## config.mk

```make
export PLATFORM = sky130hd
export DESIGN_NAME = one_euro_filter_core
export DESIGN_NICKNAME = d
export VERILOG_FILES = /design/src/hdl/oef_pkg.sv /design/src/hdl/oef_div.sv /design/src/hdl/oef_mul.sv /design/src/hdl/one_euro_filter_core.sv
export VERILOG_INCLUDE_DIRS = /design/src /design/src/hdl
export SDC_FILE = /design/constraint.sdc
export NUM_CORES = 2
export LEC_CHECK = 0
export BUFFER_PORTS_ARGS = -buffer_cell sky130_fd_sc_hd__buf_2
export CORE_ASPECT_RATIO = 1.4
export CORE_MARGIN = 2
export CORE_UTILIZATION = 49
export CTS_CLUSTER_DIAMETER = 50
export DETAILED_ROUTE_END_ITERATION = 8
export PLACE_DENSITY = 0.66
export SLEW_MARGIN = 20
export SYNTH_ARGS = -nofsm -noshare
export SYNTH_HDL_FRONTEND = slang
export SYNTH_HIERARCHICAL = 1
export SYNTH_SLANG_ARGS = --single-unit
```

## constraint.sdc

```tcl
create_clock -name clock -period 13.2 [get_ports clock]
set_input_delay 0.66 -clock clock [delete_from_list [all_inputs] [get_ports clock]]
set_output_delay 0.66 -clock clock [all_outputs]
set_load 0.005 [all_outputs]
```

## src/hdl/one_euro_filter_core_macros.svh

```systemverilog
// Assertion macros for the one-euro filter core.
// Used by the RTL files that carry concurrent checks; needs signals clock and reset in scope.
`ifndef ONE_EURO_FILTER_CORE_MACROS_SVH
`define ONE_EURO_FILTER_CORE_MACROS_SVH

// same-cycle implication
`define OEF_ASSERT_IMP(lbl, ante, cons, msg) \
   lbl: assert property (@(posedge clock) disable iff (reset) (ante) |-> (cons)) else $error(msg);

// next-cycle implication
`define OEF_ASSERT_NXT(lbl, ante, cons, msg) \
   lbl: assert property (@(posedge clock) disable iff (reset) (ante) |=> (cons)) else $error(msg);

`endif

```

## src/hdl/oef_pkg.sv

```systemverilog
// Shared types and constants for the one-euro filter core.
// No dependencies; imported by every module of the block.
`timescale 1ns / 1ps

package oef_pkg;

   localparam int SAMPLE_WIDTH_DEF = 32;
   localparam int STAMP_WIDTH_DEF  = 32;

   // 2*pi as unsigned Q4.28
   localparam logic [31:0] TWO_PI_Q28 = 32'd1686629713;

   // divider geometry
   localparam int DIV_W = 64;
   localparam int QUO_W = 36;
   localparam int CNT_W = 6;

   // 1e6 in Q.16
   localparam logic [QUO_W-1:0] RATE_NUM      = 36'd65536000000;
   localparam logic [CNT_W-1:0] RATE_DIV_STEPS  = 6'd36;
   localparam logic [CNT_W-1:0] ALPHA_DIV_STEPS = 6'd17;

   localparam logic [16:0] INIT_RATE_RST = 17'd120;
   localparam logic [15:0] MIN_CUT_RST   = 16'd256;
   localparam logic [15:0] GAIN_RST      = 16'd0;
   localparam logic [15:0] DCUT_RST      = 16'd256;

   typedef enum logic [1:0] {
      CSR_INIT_RATE = 2'd0,
      CSR_MIN_CUT   = 2'd1,
      CSR_GAIN      = 2'd2,
      CSR_DCUT      = 2'd3
   } csr_index_type;

   typedef enum logic [3:0] {
      ST_IDLE,
      ST_RATE,
      ST_RATE_DIV,
      ST_DMAG,
      ST_WMUL,
      ST_ADIV,
      ST_BLEND,
      ST_CUT,
      ST_DONE
   } oef_state_type;

   typedef struct packed {
      logic [DIV_W-1:0] rem_init;
      logic [QUO_W-1:0] num;
      logic [CNT_W-1:0] count;
      logic [DIV_W-1:0] divisor;
   } div_req_type;

   typedef struct packed {
      logic [63:0] a;
      logic [31:0] b;
   } mul_req_type;

endpackage

```

## src/hdl/oef_div.sv

```systemverilog
// Restoring divider, one quotient bit per cycle.
// Depends on oef_pkg.
`timescale 1ns / 1ps

module oef_div (
   input  logic                         clock,
   input  logic                         reset,
   input  logic                         start,
   input  oef_pkg::div_req_type         req,
   output logic                         done,
   output logic [oef_pkg::QUO_W-1:0]    quo
);
   import oef_pkg::*;

   logic [DIV_W-1:0] rem_ff;
   logic [DIV_W-1:0] dsr_ff;
   logic [QUO_W-1:0] num_ff;
   logic [QUO_W-1:0] quo_ff;
   logic [CNT_W-1:0] cnt_ff;
   logic             done_ff;
   logic [DIV_W:0]   trial;
   logic             fits;

   assign trial = {rem_ff, num_ff[QUO_W-1]};
   assign fits  = (trial >= {1'b0, dsr_ff});

   always_ff @(posedge clock) begin
      if (reset) begin
         cnt_ff  <= '0;
         done_ff <= 1'b0;
      end else begin
         done_ff <= 1'b0;
         if (start) begin
            cnt_ff <= req.count;
            rem_ff <= req.rem_init;
            num_ff <= req.num;
            dsr_ff <= req.divisor;
            quo_ff <= '0;
         end else if (cnt_ff != '0) begin
            rem_ff <= fits ? DIV_W'(trial - {1'b0, dsr_ff}) : trial[DIV_W-1:0];
            num_ff <= {num_ff[QUO_W-2:0], 1'b0};
            quo_ff <= {quo_ff[QUO_W-2:0], fits};
            cnt_ff <= cnt_ff - 1'b1;
            if (cnt_ff == CNT_W'(1)) begin
               done_ff <= 1'b1;
            end
         end
      end
   end

   assign done = done_ff;
   assign quo  = quo_ff;

endmodule

```

## src/hdl/oef_mul.sv

```systemverilog
// 64x32 multiplier built from one registered 32x32 product over two passes.
// Depends on oef_pkg.
`timescale 1ns / 1ps

module oef_mul (
   input  logic                 clock,
   input  logic                 reset,
   input  logic                 start,
   input  oef_pkg::mul_req_type req,
   output logic                 done,
   output logic [95:0]          prod
);
   import oef_pkg::*;

   logic [63:0] a_ff;
   logic [31:0] b_ff;
   logic [63:0] part_ff;
   logic [95:0] acc_ff;
   logic [1:0]  phase_ff;
   logic        done_ff;

   always_ff @(posedge clock) begin
      if (reset) begin
         phase_ff <= 2'd0;
         done_ff  <= 1'b0;
      end else begin
         done_ff <= 1'b0;
         case (phase_ff)
            2'd0: begin
               if (start) begin
                  a_ff     <= req.a;
                  b_ff     <= req.b;
                  phase_ff <= 2'd1;
               end
            end
            2'd1: begin
               part_ff  <= a_ff[31:0] * b_ff;
               phase_ff <= 2'd2;
            end
            2'd2: begin
               part_ff  <= a_ff[63:32] * b_ff;
               acc_ff   <= 96'(part_ff);
               phase_ff <= 2'd3;
            end
            default: begin
               acc_ff   <= acc_ff + {part_ff, 32'h0};
               done_ff  <= 1'b1;
               phase_ff <= 2'd0;
            end
         endcase
      end
   end

   assign done = done_ff;
   assign prod = acc_ff;

endmodule

```

## src/hdl/one_euro_filter_core.sv

```systemverilog
// One-euro adaptive low-pass filter, top level with sequencer and state.
// Depends on oef_pkg, oef_div, oef_mul and one_euro_filter_core_macros.svh.
//
// Usage:
//   req channel: one word per sample; req_tdata = {time_stamp, sample}
//   (sample in the low 32 bits), req_tuser = stamp_valid.
//   rsp channel: one word per accepted sample, rsp_tdata = smoothed.
//   csr port: csr_wr_en/csr_index/csr_wdata write initial_rate (0),
//   min_cutoff (1), speed_gain (2), deriv_cutoff (3); write only while idle.
//   Writing initial_rate also reloads the working rate.
// Sequencing:
//   The first sample takes the shortest path to rsp_tvalid; later samples take
//   longer, and longest when a timestamp pair updates the rate (shorter when an
//   alpha saturates). Path lengths are set by the shared serial divider (for the
//   rate and each alpha) and the two-pass multiplier.
//   req_tready is high only while the sequencer is idle, so a new sample is
//   taken only after the sequencer has finished the previous one.
// Reset clears all filter state and loads register defaults. A stalled
// result stays in the output register; the next sample is accepted, and its
// result waits for the previous one to be taken.
`timescale 1ns / 1ps
`include "one_euro_filter_core_macros.svh"

module one_euro_filter_core #(
   parameter int SAMPLE_WIDTH = oef_pkg::SAMPLE_WIDTH_DEF,
   parameter int STAMP_WIDTH  = oef_pkg::STAMP_WIDTH_DEF
) (
   input  logic        clock,
   input  logic        reset,
   input  logic        req_tvalid,
   output logic        req_tready,
   input  logic [63:0] req_tdata,   // sample[31:0], time_stamp[63:32]
   input  logic        req_tuser,   // stamp_valid
   output logic        rsp_tvalid,
   input  logic        rsp_tready,
   output logic [31:0] rsp_tdata,   // smoothed[31:0]
   input  logic        csr_wr_en,
   input  logic [1:0]  csr_index,
   input  logic [16:0] csr_wdata
);
   import oef_pkg::*;

   localparam int SW = SAMPLE_WIDTH;
   localparam int TW = STAMP_WIDTH;
   localparam logic [SW-2:0] LIM = '1;

   oef_state_type state_ff, state_in;

   logic signed [SW-1:0] x_ff, x_in, tgt_ff, tgt_in, last_raw_ff, last_raw_in;
   logic signed [SW-1:0] value_ff, value_in, deriv_ff, deriv_in, y_ff, y_in;
   logic [TW-1:0] ts_ff, ts_in, prev_stamp_ff, prev_stamp_in, diff_ff, diff_in;
   logic          sv_ff, sv_in, prev_valid_ff, prev_valid_in;
   logic [31:0]   rate_ff, rate_in, cut_ff, cut_in, rsp_data_ff, rsp_data_in;
   logic [42:0]   w_ff, w_in;
   logic [16:0]   alpha_ff, alpha_in;
   logic          pass_ff, pass_in, primed_ff, primed_in, busy_ff, busy_in;
   logic          rsp_valid_ff, rsp_valid_in;
   logic [16:0]   init_rate_ff, init_rate_in;
   logic [15:0]   min_cut_ff, min_cut_in, gain_ff, gain_in, dcut_ff, dcut_in;

   logic        mul_start, mul_done, div_start, div_done;
   logic [95:0] mul_p;
   logic [QUO_W-1:0] div_q;
   mul_req_type mul_req;
   div_req_type div_req;

   logic signed [SW:0] d_diff, b_diff;
   logic [SW:0]        d_mag, b_mag, step, res_w;
   logic [SW-1:0]      e_mag;
   logic signed [SW-1:0] base, dv, blend_res;
   logic [SW-2:0]      dm;
   logic [95:0]        p_rnd;
   logic [43:0]        den;
   logic [63:0]        cut_sum;
   logic [31:0]        cut_sel, cut_sat, rate_q, init_rate_q, y_sat;
   logic [TW-1:0]      diff_now;
   logic signed [63:0] y64;

   assign d_diff = {x_ff[SW-1], x_ff} - {last_raw_ff[SW-1], last_raw_ff};
   assign d_mag  = d_diff[SW] ? (SW+1)'(-d_diff) : d_diff;
   assign dm     = (mul_p[95:16] > 80'(LIM)) ? LIM : mul_p[SW+14:16];
   assign dv     = d_diff[SW] ? -$signed({1'b0, dm}) : $signed({1'b0, dm});

   assign base   = pass_ff ? value_ff : deriv_ff;
   assign b_diff = {tgt_ff[SW-1], tgt_ff} - {base[SW-1], base};
   assign b_mag  = b_diff[SW] ? (SW+1)'(-b_diff) : b_diff;
   assign p_rnd  = mul_p + 96'h8000;
   assign step   = (SW+1)'(p_rnd[95:16]);
   assign res_w  = b_diff[SW] ? ({base[SW-1], base} - step) : ({base[SW-1], base} + step);
   assign blend_res = res_w[SW-1:0];

   assign e_mag   = deriv_ff[SW-1] ? SW'(-deriv_ff) : deriv_ff;
   assign den     = {1'b0, w_ff} + 44'(rate_ff);
   assign cut_sel = pass_ff ? cut_ff : {8'h00, dcut_ff, 8'h00};
   assign cut_sum = 64'({min_cut_ff, 8'h00}) + mul_p[79:16];
   assign cut_sat = (cut_sum[63:32] != '0) ? 32'hFFFF_FFFF : cut_sum[31:0];
   assign rate_q  = (div_q[QUO_W-1:32] != '0) ? 32'hFFFF_FFFF : div_q[31:0];
   assign diff_now = ts_ff - prev_stamp_ff;

   // initial_rate in Q16.16, saturated
   assign init_rate_q = csr_wdata[16] ? 32'hFFFF_FFFF : {csr_wdata[15:0], 16'h0};

   assign y64   = 64'(y_ff);
   assign y_sat = (y64 > 64'sd2147483647)  ? 32'h7FFF_FFFF :
                  (y64 < -64'sd2147483648) ? 32'h8000_0000 : y64[31:0];

   always_comb begin
      mul_req = '0;
      unique case (state_ff)
         ST_DMAG:  mul_req = '{a: 64'(d_mag), b: rate_ff};
         ST_WMUL:  mul_req = '{a: 64'(TWO_PI_Q28), b: cut_sel};
         ST_BLEND: mul_req = '{a: 64'(b_mag), b: 32'(alpha_ff)};
         ST_CUT:   mul_req = '{a: 64'(e_mag), b: 32'(gain_ff)};
         default:  mul_req = '0;
      endcase
   end

   always_comb begin
      if (state_ff == ST_RATE_DIV) begin
         div_req = '{rem_init: '0, num: RATE_NUM, count: RATE_DIV_STEPS,
                     divisor: 64'(diff_ff)};
      end else begin
         div_req = '{rem_init: 64'(w_ff[42:1]), num: {w_ff[0], 35'h0},
                     count: ALPHA_DIV_STEPS, divisor: 64'(den)};
      end
   end

   always_comb begin
      state_in      = state_ff;
      x_in          = x_ff;
      tgt_in        = tgt_ff;
      last_raw_in   = last_raw_ff;
      value_in      = value_ff;
      deriv_in      = deriv_ff;
      y_in          = y_ff;
      ts_in         = ts_ff;
      sv_in         = sv_ff;
      prev_stamp_in = prev_stamp_ff;
      prev_valid_in = prev_valid_ff;
      diff_in       = diff_ff;
      rate_in       = rate_ff;
      cut_in        = cut_ff;
      w_in          = w_ff;
      alpha_in      = alpha_ff;
      pass_in       = pass_ff;
      primed_in     = primed_ff;
      busy_in       = busy_ff;
      rsp_valid_in  = rsp_valid_ff & ~rsp_tready;
      rsp_data_in   = rsp_data_ff;
      init_rate_in  = init_rate_ff;
      min_cut_in    = min_cut_ff;
      gain_in       = gain_ff;
      dcut_in       = dcut_ff;
      mul_start     = 1'b0;
      div_start     = 1'b0;
      req_tready    = 1'b0;

      if (csr_wr_en) begin
         unique case (csr_index)
            CSR_INIT_RATE: begin
               init_rate_in = csr_wdata;
               rate_in      = init_rate_q;
            end
            CSR_MIN_CUT: min_cut_in = csr_wdata[15:0];
            CSR_GAIN:    gain_in    = csr_wdata[15:0];
            CSR_DCUT:    dcut_in    = csr_wdata[15:0];
            default: ;
         endcase
      end

      unique case (state_ff)
         ST_IDLE: begin
            req_tready = 1'b1;
            if (req_tvalid) begin
               x_in     = $signed(SW'(req_tdata[31:0]));
               ts_in    = TW'(req_tdata[63:32]);
               sv_in    = req_tuser;
               pass_in  = 1'b0;
               state_in = ST_RATE;
            end
         end
         ST_RATE: begin
            diff_in       = diff_now;
            prev_stamp_in = sv_ff ? ts_ff : '0;
            prev_valid_in = sv_ff;
            if (sv_ff && prev_valid_ff && (diff_now != '0)) begin
               state_in = ST_RATE_DIV;
            end else if (primed_ff) begin
               state_in = ST_DMAG;
            end else begin
               deriv_in = '0;
               state_in = ST_CUT;
            end
         end
         ST_RATE_DIV: begin
            if (!busy_ff) begin
               div_start = 1'b1;
               busy_in   = 1'b1;
            end else if (div_done) begin
               busy_in = 1'b0;
               rate_in = rate_q;
               if (primed_ff) begin
                  state_in = ST_DMAG;
               end else begin
                  deriv_in = '0;
                  state_in = ST_CUT;
               end
            end
         end
         ST_DMAG: begin
            if (!busy_ff) begin
               mul_start = 1'b1;
               busy_in   = 1'b1;
            end else if (mul_done) begin
               busy_in  = 1'b0;
               tgt_in   = dv;
               state_in = ST_WMUL;
            end
         end
         ST_WMUL: begin
            if (!busy_ff) begin
               mul_start = 1'b1;
               busy_in   = 1'b1;
            end else if (mul_done) begin
               busy_in  = 1'b0;
               w_in     = mul_p[62:20];
               state_in = ST_ADIV;
            end
         end
         ST_ADIV: begin
            if (den == '0) begin
               alpha_in = 17'h10000;
               state_in = ST_BLEND;
            end else if (!busy_ff) begin
               div_start = 1'b1;
               busy_in   = 1'b1;
            end else if (div_done) begin
               busy_in  = 1'b0;
               alpha_in = (div_q[16:0] == '0) ? 17'd1 : div_q[16:0];
               state_in = ST_BLEND;
            end
         end
         ST_BLEND: begin
            // full-strength alpha passes the target through
            if (alpha_ff[16]) begin
               if (pass_ff) begin
                  y_in     = tgt_ff;
                  state_in = ST_DONE;
               end else begin
                  deriv_in = tgt_ff;
                  state_in = ST_CUT;
               end
            end else if (!busy_ff) begin
               mul_start = 1'b1;
               busy_in   = 1'b1;
            end else if (mul_done) begin
               busy_in = 1'b0;
               if (pass_ff) begin
                  y_in     = blend_res;
                  state_in = ST_DONE;
               end else begin
                  deriv_in = blend_res;
                  state_in = ST_CUT;
               end
            end
         end
         ST_CUT: begin
            if (!busy_ff) begin
               mul_start = 1'b1;
               busy_in   = 1'b1;
            end else if (mul_done) begin
               busy_in = 1'b0;
               cut_in  = cut_sat;
               if (primed_ff) begin
                  pass_in  = 1'b1;
                  tgt_in   = x_ff;
                  state_in = ST_WMUL;
               end else begin
                  y_in     = x_ff;
                  state_in = ST_DONE;
               end
            end
         end
         ST_DONE: begin
            if (!rsp_valid_ff || rsp_tready) begin
               rsp_valid_in = 1'b1;
               rsp_data_in  = y_sat;
               value_in     = y_ff;
               last_raw_in  = x_ff;
               primed_in    = 1'b1;
               state_in     = ST_IDLE;
            end
         end
         default: state_in = ST_IDLE;
      endcase
   end

   always_ff @(posedge clock) begin
      if (reset) begin
         state_ff      <= ST_IDLE;
         last_raw_ff   <= '0;
         value_ff      <= '0;
         deriv_ff      <= '0;
         prev_stamp_ff <= '0;
         prev_valid_ff <= 1'b0;
         primed_ff     <= 1'b0;
         busy_ff       <= 1'b0;
         pass_ff       <= 1'b0;
         rsp_valid_ff  <= 1'b0;
         rate_ff       <= {INIT_RATE_RST[15:0], 16'h0};
         init_rate_ff  <= INIT_RATE_RST;
         min_cut_ff    <= MIN_CUT_RST;
         gain_ff       <= GAIN_RST;
         dcut_ff       <= DCUT_RST;
      end else begin
         state_ff      <= state_in;
         last_raw_ff   <= last_raw_in;
         value_ff      <= value_in;
         deriv_ff      <= deriv_in;
         prev_stamp_ff <= prev_stamp_in;
         prev_valid_ff <= prev_valid_in;
         primed_ff     <= primed_in;
         busy_ff       <= busy_in;
         pass_ff       <= pass_in;
         rsp_valid_ff  <= rsp_valid_in;
         rate_ff       <= rate_in;
         init_rate_ff  <= init_rate_in;
         min_cut_ff    <= min_cut_in;
         gain_ff       <= gain_in;
         dcut_ff       <= dcut_in;
      end
      x_ff        <= x_in;
      tgt_ff      <= tgt_in;
      y_ff        <= y_in;
      ts_ff       <= ts_in;
      sv_ff       <= sv_in;
      diff_ff     <= diff_in;
      cut_ff      <= cut_in;
      w_ff        <= w_in;
      alpha_ff    <= alpha_in;
      rsp_data_ff <= rsp_data_in;
   end

   oef_mul u_mul (
      .clock (clock),
      .reset (reset),
      .start (mul_start),
      .req   (mul_req),
      .done  (mul_done),
      .prod  (mul_p)
   );

   oef_div u_div (
      .clock (clock),
      .reset (reset),
      .start (div_start),
      .req   (div_req),
      .done  (div_done),
      .quo   (div_q)
   );

   assign rsp_tvalid = rsp_valid_ff;
   assign rsp_tdata  = rsp_data_ff;

   `OEF_ASSERT_IMP(a_one_unit, 1'b1, !(mul_start && div_start), "both units started")
   `OEF_ASSERT_NXT(a_busy_after_accept, req_tvalid && req_tready, !req_tready, "ready after accept")
   `OEF_ASSERT_IMP(a_idle_not_busy, state_ff == ST_IDLE, !busy_ff, "unit busy while idle")
   `OEF_ASSERT_IMP(a_alpha_nonzero, state_ff == ST_BLEND, alpha_ff != '0, "zero alpha in blend")

endmodule
```

==> impl_metrics.csv <==
group,metric,value,unit
setup_path,slowest_delay,0.98,ns
routing,first_pass_iters,7,
finish,drive_gt1_share,5.143,%
routing,vias_per_cell,5.857,
clocking,clk_path_buf_depth,3,
timing,setup_viol,0,
place,port_buffers,122,
routing,num_vias,104100,
setup_path,critPathBufInv,8,
yosys,yosysWarnings,6,
setup_path,reg2reg_slack,3.69,ns
timing,finalMaxSlewViolations,0,
global_route,overflow,0,
run,cap_viol_max_count,0,
setup_path,arrival,10.03,ns
routing,drcViolationCount,0,
setup_path,required,13.71,ns
hold_path,hold_path_class,"in2reg",
clocking,cts-resized-gates,0,
timing,fin_tns_setup,0,ns
yosys,syn_inst,14530,
clocking,cts_sinks,953,
finish,fillerInstances,24789,
routing,routed_wl,419700,um
floorplanning,io_pins,123,
yosys,syn_avg_cell_area,8.948,sq um
global_route,grt_antenna_before_repair,21,
timing,finalHoldViolCount,0,
timing,min_period,9.515,ns
setup_path,criticalPathCategory,"reg2reg",
setup_path,crit_path_start_kind,"register",
setup_path,cp_slowest_cell,"a41oi_1",
floorplanning,coreArea,263700,sq um
timing,clock_skew,0.08274,ns
timing,period_share,72.08,%
clocking,cts_hold_buf,0,
routing,drtIter0Drc,7871,
floorplanning,rows,223,
global_route,grt_pass1_wl,640300,um
routing,ant_nets,0,
setup_path,end_kind,"register",
routing,wl_per_cell,23.61,um
setup_path,cp_top_family,"adder cells",
place,dp_hpwl,320000,um
floorplanning,initial_core_util,49.31,%
global_route,grt_max_degree,148,
setup_path,crit_top_cell,"fa_1",
yosys,syn_area,130000,sq um
clocking,htree_num_levels,3,
finish,nNetsFinal,16904,
place,gp_congestion,1.000,
timing,worst_slew_margin_rel,11.50,%
finish,area_growth,5.805,%
status,status,"finished clean",
clocking,cts_tree,"yes",
global_route,grt_use_total,31.25,%
clocking,root_buffer,"clkbuf_16",
clocking,clkLatencyLatePin,0.77,ns
clocking,cts_setup_buffers,0,
timing,max_freq,105.1,MHz
floorplanning,dieHeight,613.5,um
clocking,path_clk_slew,0.07,ns
floorplanning,fp.dieArea,269500,sq um
timing,rsz0062_at_grt,"no",
timing,holdWs,0.06083,ns
clocking,cts_buffers,108,
setup_path,crit_fanout,36,
floorplanning,dieWidth,439.3,um
timing,worst_pin_slew,1.314,ns
global_route,first_global_vias,107139,
## cells in the final DEF (no fill, tap or decap), types with 281 or more instances in the layout
master and n:
ha_1 839, o21ai_0 497, and2_1 1294, nor2_1 628, fa_1 1800, nand2_1 1794, edfxtp_1 726, inv_1 2128
xnor2_1 281, a21oi_1 790
## through the flow
stage | instances | setup WS, ns | cell area, sq um | util (%)
floorplan | 14633 | 2.344 | 130400 | -
global placement | 17552 | 3.944 | 133600 | 50.68
detailed placement | 17552 | 3.958 | 133600 | 50.68
CTS | 17758 | 3.940 | 137500 | 52.16
global route | 17759 | 3.414 | 137500 | 52.16
finish | 17773 | 3.685 | 137600 | 52.17
## worst register-to-register path, delay by kind of cell, from the launching register on
kind / cells / cell delay, ns
adder cells (fa/ha/maj): 9 / 4.48
AO/OA/AOI/OAI: 5 / 2.03
AND/OR/NAND/NOR: 6 / 1.30
buffers and inverters: 8 / 1.16
flip-flops: 1 / 0.32
## state kept, by name (all words and copies together) (netlist names), 36 cells and up
register       count
u_mul/prod        81
u_div/dsr_ff      64
u_div/rem_ff      64
u_mul/a_ff        64
u_mul/part_ff     64
w_ff              43
u_div/num_ff      36
u_div/quo         36
## metal layers
| metal | part of all wire [%] | global-route usage [%] |
|---|---|---|
| met1 | 36 | 35.90 |
| met2 | 50 | 54.38 |
| met3 | 6.6 | 4.224 |
| met4 | 7.9 | 20.36 |
| met5 | 0.011 | 0 |
## path summary, 6_finish.rpt
check                                        from                 to  depth (start not counted)
worst max-delay path                u_mul/b_ff[7]  u_mul/part_ff[58]                         28
worst min-delay path                req_tdata[43]          ts_ff[11]                          1
worst max register to register      u_mul/b_ff[7]  u_mul/part_ff[58]                         28
worst min register to register  prev_stamp_ff[30]  prev_stamp_ff[30]                          2
## area by class of cell
class                           count  area [sq um]  area share (%)
Sequential cell                   953         26350           19.15
Tap cell                         3487          4363           3.172
Clock inverter                     71         933.4          0.6785
Antenna cell                       15         37.54         0.02729
Inverter                         2133          8008           5.821
Timing Repair Buffer              317          2162           1.572
Multi-Input combinational cell  10662         92760           67.43
Clock buffer                      135          2958           2.150
Power is left out: the tool's default activity adds up to more than one toggle a clock period on the data nets, which glitch-free logic cannot reach.
